## config.mk

```make
export PLATFORM = sky130hd
export DESIGN_NAME = iir_biquad_with_dead_zone
export DESIGN_NICKNAME = d
export VERILOG_FILES = /design/src/design/ibdz_pkg.sv /design/src/design/ibdz_mac.sv /design/src/design/ibdz_div.sv /design/src/design/iir_biquad_with_dead_zone.sv
export SDC_FILE = /design/constraint.sdc
export NUM_CORES = 2
export LEC_CHECK = 0
export BUFFER_PORTS_ARGS = -buffer_cell sky130_fd_sc_hd__buf_2
export CORE_MARGIN = 1
export CORE_UTILIZATION = 60
export DETAILED_ROUTE_END_ITERATION = 10
export GPL_TIMING_DRIVEN = 0
export PLACE_DENSITY = 0.81
export SETUP_SLACK_MARGIN = 0.4
export SLEW_MARGIN = 10
export SYNTH_ARGS = -nofsm -noshare
export SYNTH_HDL_FRONTEND = slang
export SYNTH_SLANG_ARGS = --single-unit
```

## constraint.sdc

```tcl
create_clock -name clk -period 20.3 [get_ports clk]
set_input_delay 4.06 -clock clk [delete_from_list [all_inputs] [get_ports clk]]
set_output_delay 4.06 -clock clk [all_outputs]
set_load 0.02 [all_outputs]
```

## src/design/ibdz_pkg.sv

```systemverilog
`timescale 1ns / 1ps
// ----------------------------------------------------------------------------
// ibdz_pkg
// Shared types and constants for the biquad filter with output dead zone.
// ----------------------------------------------------------------------------
package ibdz_pkg;

	localparam int NUM_TAPS_DEF = 3;
	localparam int DEN_TAPS_DEF = 3;

	// products stay below 5 * 2^62 in magnitude, so 66 signed bits hold the sum
	localparam int ACC_W  = 66;
	localparam int DATA_W = 32;
	localparam int BAND_W = 31;
	localparam int ADDR_W = 5;

	// 1.0e-6 in q4.28, rounded down
	localparam logic [31:0] EPS_Q28 = 32'd268;

	localparam logic [31:0] NUM_COEF_0_RST = 32'h1000_0000;
	localparam logic [31:0] DEN_COEF_0_RST = 32'h1000_0000;

	localparam logic [2:0] REG_NUM_COEF_0 = 3'd0;
	localparam logic [2:0] REG_NUM_COEF_1 = 3'd1;
	localparam logic [2:0] REG_NUM_COEF_2 = 3'd2;
	localparam logic [2:0] REG_DEN_COEF_0 = 3'd3;
	localparam logic [2:0] REG_DEN_COEF_1 = 3'd4;
	localparam logic [2:0] REG_DEN_COEF_2 = 3'd5;
	localparam logic [2:0] REG_HOLD_BAND  = 3'd6;

	localparam logic OP_FILTER = 1'b0;
	localparam logic OP_CLEAR  = 1'b1;

	typedef struct packed {
		logic               op;
		logic signed [31:0] sample_in;
	} ibdz_in_t;

	typedef struct packed {
		logic signed [31:0] filtered_out;
		logic               saturated;
	} ibdz_out_t;

	typedef struct packed {
		logic clear;
		logic en;
		logic neg;
	} ibdz_mac_ctrl_t;

	typedef enum logic [2:0] {
		ST_IDLE,
		ST_MAC,
		ST_DRAIN,
		ST_DSTART,
		ST_DIV,
		ST_EMIT
	} ibdz_state_t;

endpackage

```

## src/design/ibdz_mac.sv

```systemverilog
`timescale 1ns / 1ps
// ----------------------------------------------------------------------------
// ibdz_mac
// Shared 32x32 multiplier with a registered product and a wide accumulator.
// ----------------------------------------------------------------------------
module ibdz_mac #(
	parameter int ACC_W = ibdz_pkg::ACC_W
) (
	input  logic                    clk,
	input  logic                    arst_n,
	input  ibdz_pkg::ibdz_mac_ctrl_t ctrl,
	input  logic signed [31:0]      opa,
	input  logic signed [31:0]      opb,
	output logic signed [ACC_W-1:0] acc
);

	logic signed [63:0]      prod_s1;
	logic                    vld_s1;
	logic                    neg_s1;
	logic signed [ACC_W-1:0] acc_q;
	logic signed [ACC_W-1:0] prod_ext;

	assign prod_ext = {{(ACC_W-64){prod_s1[63]}}, prod_s1};

	always_ff @(posedge clk or negedge arst_n) begin
		if (!arst_n) begin
			vld_s1 <= 1'b0;
			neg_s1 <= 1'b0;
			acc_q  <= '0;
		end else begin
			vld_s1 <= ctrl.en;
			neg_s1 <= ctrl.neg;
			if (ctrl.clear) begin
				acc_q <= '0;
			end else if (vld_s1) begin
				acc_q <= neg_s1 ? (acc_q - prod_ext) : (acc_q + prod_ext);
			end
		end
	end

	always_ff @(posedge clk) begin
		prod_s1 <= opa * opb;
	end

	assign acc = acc_q;

endmodule

```

## src/design/ibdz_div.sv

```systemverilog
`timescale 1ns / 1ps
// ----------------------------------------------------------------------------
// ibdz_div
// Bit-serial restoring divider: accumulator by a0, truncated and saturated.
// ----------------------------------------------------------------------------
module ibdz_div #(
	parameter int ACC_W = ibdz_pkg::ACC_W
) (
	input  logic                    clk,
	input  logic                    arst_n,
	input  logic                    start,
	input  logic signed [ACC_W-1:0] dividend,
	input  logic signed [31:0]      divisor,
	output logic                    busy,
	output logic                    done,
	output logic signed [31:0]      quot,
	output logic                    sat
);

	localparam int MAG_W  = ACC_W - 1;
	localparam int STEP_W = $clog2(MAG_W + 1);

	logic              busy_q;
	logic              done_q;
	logic [STEP_W-1:0] cnt_q;
	logic [MAG_W-1:0]  mag_q;
	logic [32:0]       rem_q;
	logic [32:0]       q_q;
	logic              ovf_q;
	logic              neg_q;
	logic [31:0]       dmag_q;
	logic signed [31:0] quot_q;
	logic              sat_q;

	logic [ACC_W-1:0]  dvd_abs;
	logic [31:0]       dmag;
	logic              dvs_tiny;
	logic [32:0]       rem_sh;
	logic              ge;
	logic [32:0]       rem_n;
	logic [32:0]       q_n;
	logic              ovf_n;
	logic              sat_n;
	logic [31:0]       quot_n;

	always_comb begin
		dvd_abs  = dividend[ACC_W-1] ? (~dividend + 1'b1) : dividend;
		dmag     = divisor[31] ? (~divisor + 1'b1) : divisor;
		dvs_tiny = (dmag <= ibdz_pkg::EPS_Q28);
		rem_sh   = {rem_q[31:0], mag_q[MAG_W-1]};
		ge       = (rem_sh >= {1'b0, dmag_q});
		rem_n    = ge ? (rem_sh - {1'b0, dmag_q}) : rem_sh;
		q_n      = {q_q[31:0], ge};
		ovf_n    = ovf_q | q_q[32];
		if (!neg_q) begin
			sat_n  = ovf_n | (q_n > 33'h0_7FFF_FFFF);
			quot_n = sat_n ? 32'h7FFF_FFFF : q_n[31:0];
		end else begin
			sat_n  = ovf_n | (q_n > 33'h0_8000_0000);
			quot_n = sat_n ? 32'h8000_0000 : (~q_n[31:0] + 1'b1);
		end
	end

	always_ff @(posedge clk or negedge arst_n) begin
		if (!arst_n) begin
			busy_q <= 1'b0;
			done_q <= 1'b0;
			cnt_q  <= '0;
		end else begin
			done_q <= 1'b0;
			if (start) begin
				busy_q <= !dvs_tiny;
				done_q <= dvs_tiny;
				cnt_q  <= STEP_W'(MAG_W);
			end else if (busy_q) begin
				cnt_q <= cnt_q - 1'b1;
				if (cnt_q == STEP_W'(1)) begin
					busy_q <= 1'b0;
					done_q <= 1'b1;
				end
			end
		end
	end

	always_ff @(posedge clk) begin
		if (start) begin
			mag_q  <= dvd_abs[MAG_W-1:0];
			rem_q  <= '0;
			q_q    <= '0;
			ovf_q  <= 1'b0;
			neg_q  <= dividend[ACC_W-1] ^ divisor[31];
			dmag_q <= dmag;
			quot_q <= '0;
			sat_q  <= 1'b0;
		end else if (busy_q) begin
			mag_q <= {mag_q[MAG_W-2:0], 1'b0};
			rem_q <= rem_n;
			q_q   <= q_n;
			ovf_q <= ovf_n;
			if (cnt_q == STEP_W'(1)) begin
				quot_q <= quot_n;
				sat_q  <= sat_n;
			end
		end
	end

	assign busy = busy_q;
	assign done = done_q;
	assign quot = quot_q;
	assign sat  = sat_q;

endmodule

```

## src/design/iir_biquad_with_dead_zone.sv

```systemverilog
`timescale 1ns / 1ps
// ----------------------------------------------------------------------------
// iir_biquad_with_dead_zone
// Direct form I biquad in fixed point with an output dead zone.
// ----------------------------------------------------------------------------
// Samples (Q16.16) enter on the sample channel and one result per transaction
// leaves on the result channel, both with valid and stall. Coefficients
// (Q4.28) and the dead-zone band sit in an APB register bank at 4*index.
// A filter transaction runs one shared 32x32 multiplier over the
// NUM_TAPS + DEN_TAPS - 1 products, then a one-bit-per-cycle divider by a0
// over 65 dividend bits. When |a0| is below 1e-6 the divider raises done
// without dividing and the quotient is zero. A clear transaction skips the
// multiplier and divider and returns a zero result. One transaction is in
// flight at a time: sample_stall is high from acceptance until its result
// is loaded into the output register.
// A new sample is accepted while a finished result still waits; if the
// receiver keeps stalling, the next result waits in the sequencer.
// Reset clears both histories, the last emitted value and the registers
// to their defaults (b0 = a0 = 1.0, others 0).
// ----------------------------------------------------------------------------
module iir_biquad_with_dead_zone #(
	parameter int NUM_TAPS = ibdz_pkg::NUM_TAPS_DEF,
	parameter int DEN_TAPS = ibdz_pkg::DEN_TAPS_DEF
) (
	input  logic                         clk,
	input  logic                         arst_n,
	input  logic                         sample_valid,
	output logic                         sample_stall,
	input  ibdz_pkg::ibdz_in_t           sample,
	output logic                         result_valid,
	input  logic                         result_stall,
	output ibdz_pkg::ibdz_out_t          result,
	input  logic                         psel,
	input  logic                         penable,
	input  logic                         pwrite,
	input  logic [ibdz_pkg::ADDR_W-1:0]  paddr,
	input  logic [31:0]                  pwdata,
	output logic [31:0]                  prdata,
	output logic                         pready
);

	localparam int NT     = (NUM_TAPS < 1) ? 1 : ((NUM_TAPS > 3) ? 3 : NUM_TAPS);
	localparam int DT     = (DEN_TAPS < 1) ? 1 : ((DEN_TAPS > 3) ? 3 : DEN_TAPS);
	localparam int OH_D   = (DT > 1) ? (DT - 1) : 1;
	localparam int NTERMS = NT + DT - 1;
	localparam int IDX_W  = (NTERMS > 1) ? $clog2(NTERMS) : 1;
	localparam int ACC_W  = ibdz_pkg::ACC_W;

	ibdz_pkg::ibdz_state_t state_q, state_d;

	logic signed [31:0] num_coef_q [3];
	logic signed [31:0] den_coef_q [3];
	logic [ibdz_pkg::BAND_W-1:0] hold_band_q;

	logic signed [31:0] xh_q [NT];
	logic signed [31:0] yh_q [OH_D];
	logic signed [31:0] last_q;
	logic [IDX_W-1:0]   cnt_q;
	logic               clr_q;
	logic               result_valid_q;
	ibdz_pkg::ibdz_out_t result_q;

	logic signed [31:0] ta [NTERMS];
	logic signed [31:0] tb [NTERMS];
	logic               tn [NTERMS];

	logic               sample_acc;
	logic               cfg_wr;
	logic               load;
	logic               div_start;
	ibdz_pkg::ibdz_mac_ctrl_t mac_ctrl;
	logic signed [31:0] opa;
	logic signed [31:0] opb;
	logic signed [ACC_W-1:0] acc;
	logic               div_busy;
	logic               div_done;
	logic signed [31:0] div_quot;
	logic               div_sat;

	logic signed [32:0] diff;
	logic [32:0]        adiff;
	logic               hold;
	ibdz_pkg::ibdz_out_t result_d;

	// product list: numerator taps, then the stored outputs
	for (genvar k = 0; k < NTERMS; k++) begin : g_term
		if (k < NT) begin : g_num
			assign ta[k] = xh_q[k];
			assign tb[k] = num_coef_q[k];
			assign tn[k] = 1'b0;
		end else begin : g_den
			assign ta[k] = yh_q[k-NT];
			assign tb[k] = den_coef_q[k-NT+1];
			assign tn[k] = 1'b1;
		end
	end

	assign sample_acc = sample_valid && !sample_stall;
	assign cfg_wr     = psel && penable && pwrite && pready;
	assign pready     = 1'b1;
	assign opa        = ta[cnt_q];
	assign opb        = tb[cnt_q];

	ibdz_mac #(
		.ACC_W(ACC_W)
	) u_mac (
		.clk   (clk),
		.arst_n(arst_n),
		.ctrl  (mac_ctrl),
		.opa   (opa),
		.opb   (opb),
		.acc   (acc)
	);

	ibdz_div #(
		.ACC_W(ACC_W)
	) u_div (
		.clk     (clk),
		.arst_n  (arst_n),
		.start   (div_start),
		.dividend(acc),
		.divisor (den_coef_q[0]),
		.busy    (div_busy),
		.done    (div_done),
		.quot    (div_quot),
		.sat     (div_sat)
	);

	// dead zone
	always_comb begin
		diff  = {div_quot[31], div_quot} - {last_q[31], last_q};
		adiff = diff[32] ? (~diff + 1'b1) : diff;
		hold  = (adiff < {2'b00, hold_band_q});
		if (clr_q) begin
			result_d.filtered_out = '0;
			result_d.saturated    = 1'b0;
		end else begin
			result_d.filtered_out = hold ? last_q : div_quot;
			result_d.saturated    = div_sat;
		end
	end

	// sequencer
	always_comb begin
		state_d      = state_q;
		sample_stall = 1'b1;
		mac_ctrl     = '0;
		div_start    = 1'b0;
		load         = 1'b0;
		unique case (state_q)
			ibdz_pkg::ST_IDLE: begin
				sample_stall = 1'b0;
				if (sample_valid) begin
					if (sample.op == ibdz_pkg::OP_CLEAR) begin
						state_d = ibdz_pkg::ST_EMIT;
					end else begin
						mac_ctrl.clear = 1'b1;
						state_d        = ibdz_pkg::ST_MAC;
					end
				end
			end
			ibdz_pkg::ST_MAC: begin
				mac_ctrl.en  = 1'b1;
				mac_ctrl.neg = tn[cnt_q];
				if (cnt_q == IDX_W'(NTERMS - 1)) begin
					state_d = ibdz_pkg::ST_DRAIN;
				end
			end
			ibdz_pkg::ST_DRAIN: begin
				state_d = ibdz_pkg::ST_DSTART;
			end
			ibdz_pkg::ST_DSTART: begin
				div_start = 1'b1;
				state_d   = ibdz_pkg::ST_DIV;
			end
			ibdz_pkg::ST_DIV: begin
				if (div_done) begin
					state_d = ibdz_pkg::ST_EMIT;
				end
			end
			ibdz_pkg::ST_EMIT: begin
				if (!result_valid_q || !result_stall) begin
					load    = 1'b1;
					state_d = ibdz_pkg::ST_IDLE;
				end
			end
			default: begin
				state_d = ibdz_pkg::ST_IDLE;
			end
		endcase
	end

	always_ff @(posedge clk or negedge arst_n) begin
		if (!arst_n) begin
			state_q <= ibdz_pkg::ST_IDLE;
		end else begin
			state_q <= state_d;
		end
	end

	always_ff @(posedge clk or negedge arst_n) begin
		if (!arst_n) begin
			cnt_q          <= '0;
			clr_q          <= 1'b0;
			result_valid_q <= 1'b0;
			last_q         <= '0;
			for (int i = 0; i < NT; i++) begin
				xh_q[i] <= '0;
			end
			for (int i = 0; i < OH_D; i++) begin
				yh_q[i] <= '0;
			end
		end else begin
			if (sample_acc) begin
				cnt_q <= '0;
				clr_q <= (sample.op == ibdz_pkg::OP_CLEAR);
				if (sample.op == ibdz_pkg::OP_CLEAR) begin
					for (int i = 0; i < NT; i++) begin
						xh_q[i] <= '0;
					end
					for (int i = 0; i < OH_D; i++) begin
						yh_q[i] <= '0;
					end
				end else begin
					xh_q[0] <= sample.sample_in;
					for (int i = 1; i < NT; i++) begin
						xh_q[i] <= xh_q[i-1];
					end
				end
			end else if (state_q == ibdz_pkg::ST_MAC) begin
				cnt_q <= cnt_q + 1'b1;
			end
			if (load && !clr_q) begin
				yh_q[0] <= div_quot;
				for (int i = 1; i < OH_D; i++) begin
					yh_q[i] <= yh_q[i-1];
				end
				if (!hold) begin
					last_q <= div_quot;
				end
			end
			if (load) begin
				result_valid_q <= 1'b1;
			end else if (!result_stall) begin
				result_valid_q <= 1'b0;
			end
		end
	end

	always_ff @(posedge clk) begin
		if (load) begin
			result_q <= result_d;
		end
	end

	assign result_valid = result_valid_q;
	assign result       = result_q;

	// register bank
	always_ff @(posedge clk or negedge arst_n) begin
		if (!arst_n) begin
			num_coef_q[0] <= ibdz_pkg::NUM_COEF_0_RST;
			num_coef_q[1] <= '0;
			num_coef_q[2] <= '0;
			den_coef_q[0] <= ibdz_pkg::DEN_COEF_0_RST;
			den_coef_q[1] <= '0;
			den_coef_q[2] <= '0;
			hold_band_q   <= '0;
		end else if (cfg_wr) begin
			unique case (paddr[4:2])
				ibdz_pkg::REG_NUM_COEF_0: num_coef_q[0] <= pwdata;
				ibdz_pkg::REG_NUM_COEF_1: num_coef_q[1] <= pwdata;
				ibdz_pkg::REG_NUM_COEF_2: num_coef_q[2] <= pwdata;
				ibdz_pkg::REG_DEN_COEF_0: den_coef_q[0] <= pwdata;
				ibdz_pkg::REG_DEN_COEF_1: den_coef_q[1] <= pwdata;
				ibdz_pkg::REG_DEN_COEF_2: den_coef_q[2] <= pwdata;
				ibdz_pkg::REG_HOLD_BAND:  hold_band_q   <= pwdata[ibdz_pkg::BAND_W-1:0];
				default: ;
			endcase
		end
	end

	always_comb begin
		unique case (paddr[4:2])
			ibdz_pkg::REG_NUM_COEF_0: prdata = num_coef_q[0];
			ibdz_pkg::REG_NUM_COEF_1: prdata = num_coef_q[1];
			ibdz_pkg::REG_NUM_COEF_2: prdata = num_coef_q[2];
			ibdz_pkg::REG_DEN_COEF_0: prdata = den_coef_q[0];
			ibdz_pkg::REG_DEN_COEF_1: prdata = den_coef_q[1];
			ibdz_pkg::REG_DEN_COEF_2: prdata = den_coef_q[2];
			ibdz_pkg::REG_HOLD_BAND:  prdata = {1'b0, hold_band_q};
			default:                  prdata = '0;
		endcase
	end

	// checks
	a_done_in_div: assert property (@(posedge clk) disable iff (!arst_n)
		div_done |-> state_q == ibdz_pkg::ST_DIV)
		else $error("divider finished outside the divide state");

	a_valid_from_emit: assert property (@(posedge clk) disable iff (!arst_n)
		$rose(result_valid) |-> $past(state_q == ibdz_pkg::ST_EMIT))
		else $error("result raised without a load");

	a_idle_div_quiet: assert property (@(posedge clk) disable iff (!arst_n)
		state_q == ibdz_pkg::ST_IDLE |-> !div_busy)
		else $error("divider busy while idle");

	a_clear_hist: assert property (@(posedge clk) disable iff (!arst_n)
		(sample_acc && sample.op == ibdz_pkg::OP_CLEAR) |=> (xh_q[0] == '0 && yh_q[0] == '0))
		else $error("histories not cleared");

endmodule
```

Word-level counts from Yosys, hierarchy flattened. Memories as Yosys holds them, arrays and structs flattened. Index checks and enable logic that the tools add are counted.

Add/sub/neg operators: 10. Multipliers: 1. Magnitude comparators: 6. Equal/unequal tests: 18. Muxes and demuxes: 53. Bitwise logic cells: 9. Reductions and logical operators: 26.

Operators by type and width (number): 2-to-1 mux 32 bit (10); one-hot mux 32 bit (7 select lines) (1); 2-to-1 mux 66 bit (3); 2-to-1 mux 65 bit (3); binary-select mux 32 bit (select 3 bit) (2); 2-to-1 mux 64 bit (3); 2-to-1 mux 96 bit (1); adder 66 x 64 -> 66 bit (1); subtractor 66 x 64 -> 66 bit (1); adder 65 x 1 -> 65 bit (second input constant) (1); NOT 65 bit (1); adder 32 x 1 -> 32 bit (second input constant) (2); multiplier 32 x 32 -> 64 bit (1); NOT 32 bit (2); adder 33 x 1 -> 33 bit (second input constant) (1); greater-or-equal comparator 33 x 32 -> 1 bit (1); > comparator 33 x 31 -> 1 bit (second input constant) (1); > comparator 33 x 32 -> 1 bit (second input constant) (1); less-than comparator 33 x 31 -> 1 bit (1); 2-to-1 mux 33 bit (1); NOT 33 bit (1); subtractor 32 x 32 -> 33 bit (1); less-or-equal comparator 32 x 9 -> 1 bit (second input constant) (1); subtractor 32 bit (1); 24 further kinds (81).

Register bits: 794. Bits in read-only memories: 8. Input bits: 77. Output and inout port bits: 68. Logic and storage cells: 158. Memories kept: 1.

Memories: (name not given) (depth 8, bits a word 1, rd ports 1, clocked after Yosys merged registers in 0, write ports 0, line iir_biquad_with_dead_zone.sv:164) `mac_ctrl.neg = tn[cnt_q];`.

Depth between registers and ports, before layout.
Word-level depth: 7. Mapped depth: 37. Gate-level depth less buffers: 33.

Hierarchy. Synthesis repeated with hierarchy kept, for this count alone.

Cell total of the unflattened synthesis: 8985. Area total of the unflattened synthesis: 84324.6 µm².

Modules (own cells, without submodules): ibdz_mac (instances 1, cells an instance 5084, area each 45872.7 µm², seq. area each 2982.9 µm²); iir_biquad_with_dead_zone (instances 1, cells an instance 2424, area each 25595.8 µm², seq. area each 11578.6 µm²); ibdz_div (instances 1, cells an instance 1477, area each 12856.1 µm², seq. area each 5149.9 µm²).

Worst setup path before layout. Ideal clock, no wire load.

Path type: input-to-output. Start point: in paddr[2] (netlist bit). End point: out prdata[20]. Arrival: 6097 ps. Data required time: 16240 ps. Slack: 10143 ps. Stages on the path: 6. Path buffers: 3. Cell sequence: clkbuf_1 buf_1 clkbuf_1 mux4_2 nand2_1 o21ai_0.

Word-level cells in the longest chain between the ends: 2. Elaborated cells on any way between the ends: 8. Those cells by class: eq/ne (6); mux (1); reduce/logical (1).

RTL lines: start, declared (line iir_biquad_with_dead_zone.sv:36) `input logic [ibdz_pkg::ADDR_W-1:0] paddr,`; == test 3 bit (tied with other cells) (line iir_biquad_with_dead_zone.sv:284) `unique case (paddr[4:2])`; one-hot mux 32 bit (7 select lines) (*) (line iir_biquad_with_dead_zone.sv:284); end, declared (line iir_biquad_with_dead_zone.sv:38) `output logic [31:0] prdata,`.

Every way passes the cells marked *; elsewhere a longest branch is shown, timed or not.

Worst setup path in the final report.
Start point: reg cnt_q[2]. End point: reg u_mac.prod_s1[58].

Word-level cells in the longest chain between the ends: 5. Elaborated cells on any way between the ends: 8. Those cells by class: mul (1); mux (6); bitwise (1).

RTL lines: start, declared (line iir_biquad_with_dead_zone.sv:58) `logic [IDX_W-1:0] cnt_q;`; start signal, assigned (line iir_biquad_with_dead_zone.sv:231) `cnt_q <= cnt_q + 1'b1;`; NOT 3 -> 4 bit (implied by the code) (*) (line iir_biquad_with_dead_zone.sv:101, iir_biquad_with_dead_zone.sv:102); binary-select mux 32 bit (select 3 bit), on equally long branches (line iir_biquad_with_dead_zone.sv:101, iir_biquad_with_dead_zone.sv:102); 2-to-1 mux 32 bit, on equally long branches (2 in a row) (line iir_biquad_with_dead_zone.sv:101, iir_biquad_with_dead_zone.sv:102); multiplier 32 x 32 -> 64 bit (*) (line ibdz_mac.sv:42) `prod_s1 <= opa * opb;`; end signal, assigned (line ibdz_mac.sv:42); end, declared (line ibdz_mac.sv:17) `logic signed [63:0] prod_s1;`.

Every way passes the cells marked *; elsewhere a longest branch is shown, timed or not. The select of a mux whose other input is x is not followed. A chain may end at the register's enable or synchronous reset.

==> flow_summary.ini <==
[status]
status = completed

[routing]
drt_wl_total_mm = 324
wl_per_cell_um = 29.3
via_count = 70855
drc = 0
postRouteAntennaNets = 0
first_iter_violations = 9137
via_per_inst = 6.41
drtPass1Iterations = 8

[logic_synthesis]
synth.distinct_cells = 104
yosysTopAreaCell = fa_1
ys.flop_type = dfrtp_1
syn_inst = 8934
yosys_warnings = 0
synth_edf_count = 131
async_reset_ff_share_pct = 63.0
synth_area_um2 = 82300
synth_nets = 10450
synth_top_area_share_pct = 26.4
syn_area_per_cell_um2 = 9.21
synthTopCellsByArea = fa_1 (26%), dfrtp_1 (15%), inv_1 (5.4%)
ys_ff_latch = 794
synth_seq_area_share_pct = 24.0

[final_layout]
final_area_um2 = 88900
final_cell_mix = inv_1 (1,181), fa_1 (1,084), nand2_1 (988)
syn_to_final_growth_pct = 8.03
drive_gt1_share_pct = 7.73
final_common_cell = inv_1
nFillCells = 11166
nets = 10706

[sta]
period_needed_ns = 14.52
fin_skew_ns = 0.0501
setup_viol = 0
slew-limit-headroom_pct = 1.69
worst_pin_slew_ns = 1.47
min_period_over_period_pct = 71.5
fmax_mhz = 68.9
timing.setup.tns_ns = 0
rsz0062_at_grt = no
slew_violations = 0
hold_viol_final = 0

[floorplan]
initial_core_util_pct = 60.6
num_rows = 135
die-area_um2 = 139000
die_y_um = 372
die_w_um = 372
core_um2 = 136000
io_pins = 145

[global_route]
antenna_found_initial = 31
track_usage_pct = 47.0
grt_pass1_wl_mm = 466
grt_pass1_vias = 69917
grt_overflow = 0
grt_max_degree = 108

[critical_path]
cp-start-kind = flip-flop
endpoint_kind = flip-flop
path_class = reg -> reg
cp.arrival_ns = 15.03
required_ns = 20.81
crit_path_max_fanout = 10

[clock_tree]
cts_resized = 0
cts_hold_buffers = 0
numCtsBuffers = 87
cts.sinks = 794
cts_setup_buffers = 0
clock_path_buffers = 3
cts_tree = yes
cts_root_buffer = clkbuf_16
path_clk_slew_ns = 0.07
htreeDepth = 3
clkLatencyLatePin_ns = 0.76

[placement]
numPortBuffers = 138
gp_congestion = 1.06
placed_area_um2 = 85800
place_hpwl_mm = 259

[run]
drv_cap = 0

[hold_path]
hold_class = reg -> reg
[cells in the mapped netlist (14+ instances only)]
| library cell | n |
|---|---|
| mux2_1 | 32 |
| nand3_1 | 102 |
| mux2i_1 | 165 |
| mux4_2 | 38 |
| o211ai_1 | 18 |
| xor2_1 | 125 |
| dfrtp_1 | 498 |
| o21a_1 | 70 |
| a21oi_1 | 412 |
| inv_1 | 1181 |
| a211oi_1 | 33 |
| mux2_2 | 248 |
| o41ai_1 | 18 |
| edfxtp_1 | 131 |
| or4_1 | 25 |
| o31ai_1 | 40 |
| nand2_1 | 988 |
| and3_1 | 31 |
| nor4_1 | 30 |
| nor3b_1 | 14 |
| fa_1 | 1085 |
| nor2b_1 | 43 |
| o21ai_0 | 419 |
| a311oi_1 | 18 |
| dfxtp_1 | 163 |
| o21bai_1 | 23 |
| a31oi_1 | 51 |
| a21o_1 | 123 |
| or3_1 | 47 |
| nand4_1 | 44 |
| ha_1 | 354 |
| clkbuf_1 | 428 |
| and2_1 | 34 |
| xnor2_1 | 234 |
| nor2_1 | 954 |
| nand2b_1 | 155 |
| o21ai_1 | 109 |
| nor3_1 | 90 |
| buf_1 | 44 |
| or2_2 | 24 |
| a22oi_1 | 14 |
| a22o_1 | 73 |
[sequential cells by signal, summed over array words and instances, names as in the netlist, 31 cells and up]
register       count
ta               160
u_div.dmag_q      32
u_div.mag_q       65
den_coef_q        96
result            33
u_mac.acc         66
u_div.q_q         33
u_mac.prod_s1     64
num_coef_q        96
u_div.quot        32
hold_band_q       31
u_div.rem_q       32
last_q            32
[per-stage QoR]
step | hold WS, ns | setup slack, ns | cells | util [%]
detailed placement | 0.465 | 6.70 | 10880 | 63.2
CTS | 0.478 | 6.61 | 11042 | 65.4
finish | 0.479 | 5.78 | 11060 | 65.4
global route | 0.500 | 5.77 | 11054 | 65.4
floorplan | 0.445 | 10.14 | 8934 | -
global placement | 0.458 | 4.91 | 10853 | 62.7
[path summary, 6_finish.rpt]
kind / cells past startpoint / startpoint / end / slack [ns]
max: 27 / cnt_q[2] / u_mac.prod_s1[58] / 5.78
min: 2 / ta[93] / ta[93] / 0.48
max reg2reg: 27 / cnt_q[2] / u_mac.prod_s1[58] / 5.78
min reg2reg: 2 / ta[93] / ta[93] / 0.48
max in group asynchronous: 4 / arst_n / u_mac.acc[39] / 15.15
min in group asynchronous: 1 / arst_n / num_coef_q[21] / 3.26
[cell families (layout without fill, tap and decap cells)]
family / count (synthesis) / in the layout / share of synthesized area, %
adders and majority gates: 1439 / 1439 / 31.8
AOI/OAI and AO/OA: 1551 / 1551 / 11.7
muxes: 483 / 483 / 6.88
xor gates and xnor gates: 359 / 359 / 3.82
DFF: 794 / 794 / 24.0
buffers and inverters: 1670 / 1999 / 7.68
and+or+nand+nor: 2637 / 2637 / 14.2
other: 1 / 17 / 0.00456
[layer usage]
metal / GRT usage (%) / wire length, um
met1: 61.2 / 122000
met2: 65.9 / 132000
met3: 18.3 / 45900
met4: 27.8 / 23500
met5: 1.36 / 381
[cell type report]
class                           instances  area [um2]  area share, %
Multi-Input combinational cell       6470       56400           63.4
Sequential cell                       794       19700           22.2
Inverter                             1184        4440           5.00
Clock buffer                          116        2510           2.82
Tap cell                             1781        2230           2.51
Buffer                                486        1870           2.11
Timing Repair Buffer                  167        1170           1.31
Clock inverter                         46         527          0.593
Antenna cell                           16        40.0         0.0451
[critical path, cell delays in order (launching register included)]
cell and delay (ns):
dfrtp_1 0.37, clkbuf_1 0.42, clkinv_1 0.72, nor3_2 0.76
clkbuf_1 0.80, nand2_1 0.20, o21ai_0 0.57, clkbuf_1 0.73
nand2_1 0.30, fa_1 0.72, fa_1 0.99, inv_1 0.17
fa_1 1.08, inv_1 0.25, fa_1 0.59, fa_1 0.50
fa_1 0.53, fa_1 0.55, fa_1 0.55, inv_1 0.05
ha_1 0.38, and3_1 0.30, nand3_1 0.33, a31oi_1 0.92
o21ai_0 0.33, nand3b_1 0.17, a21oi_1 0.09, xnor2_1 0.88
Power is not shown: default switching activity piles up to over one toggle a cycle in this logic, so the estimate is an artifact.
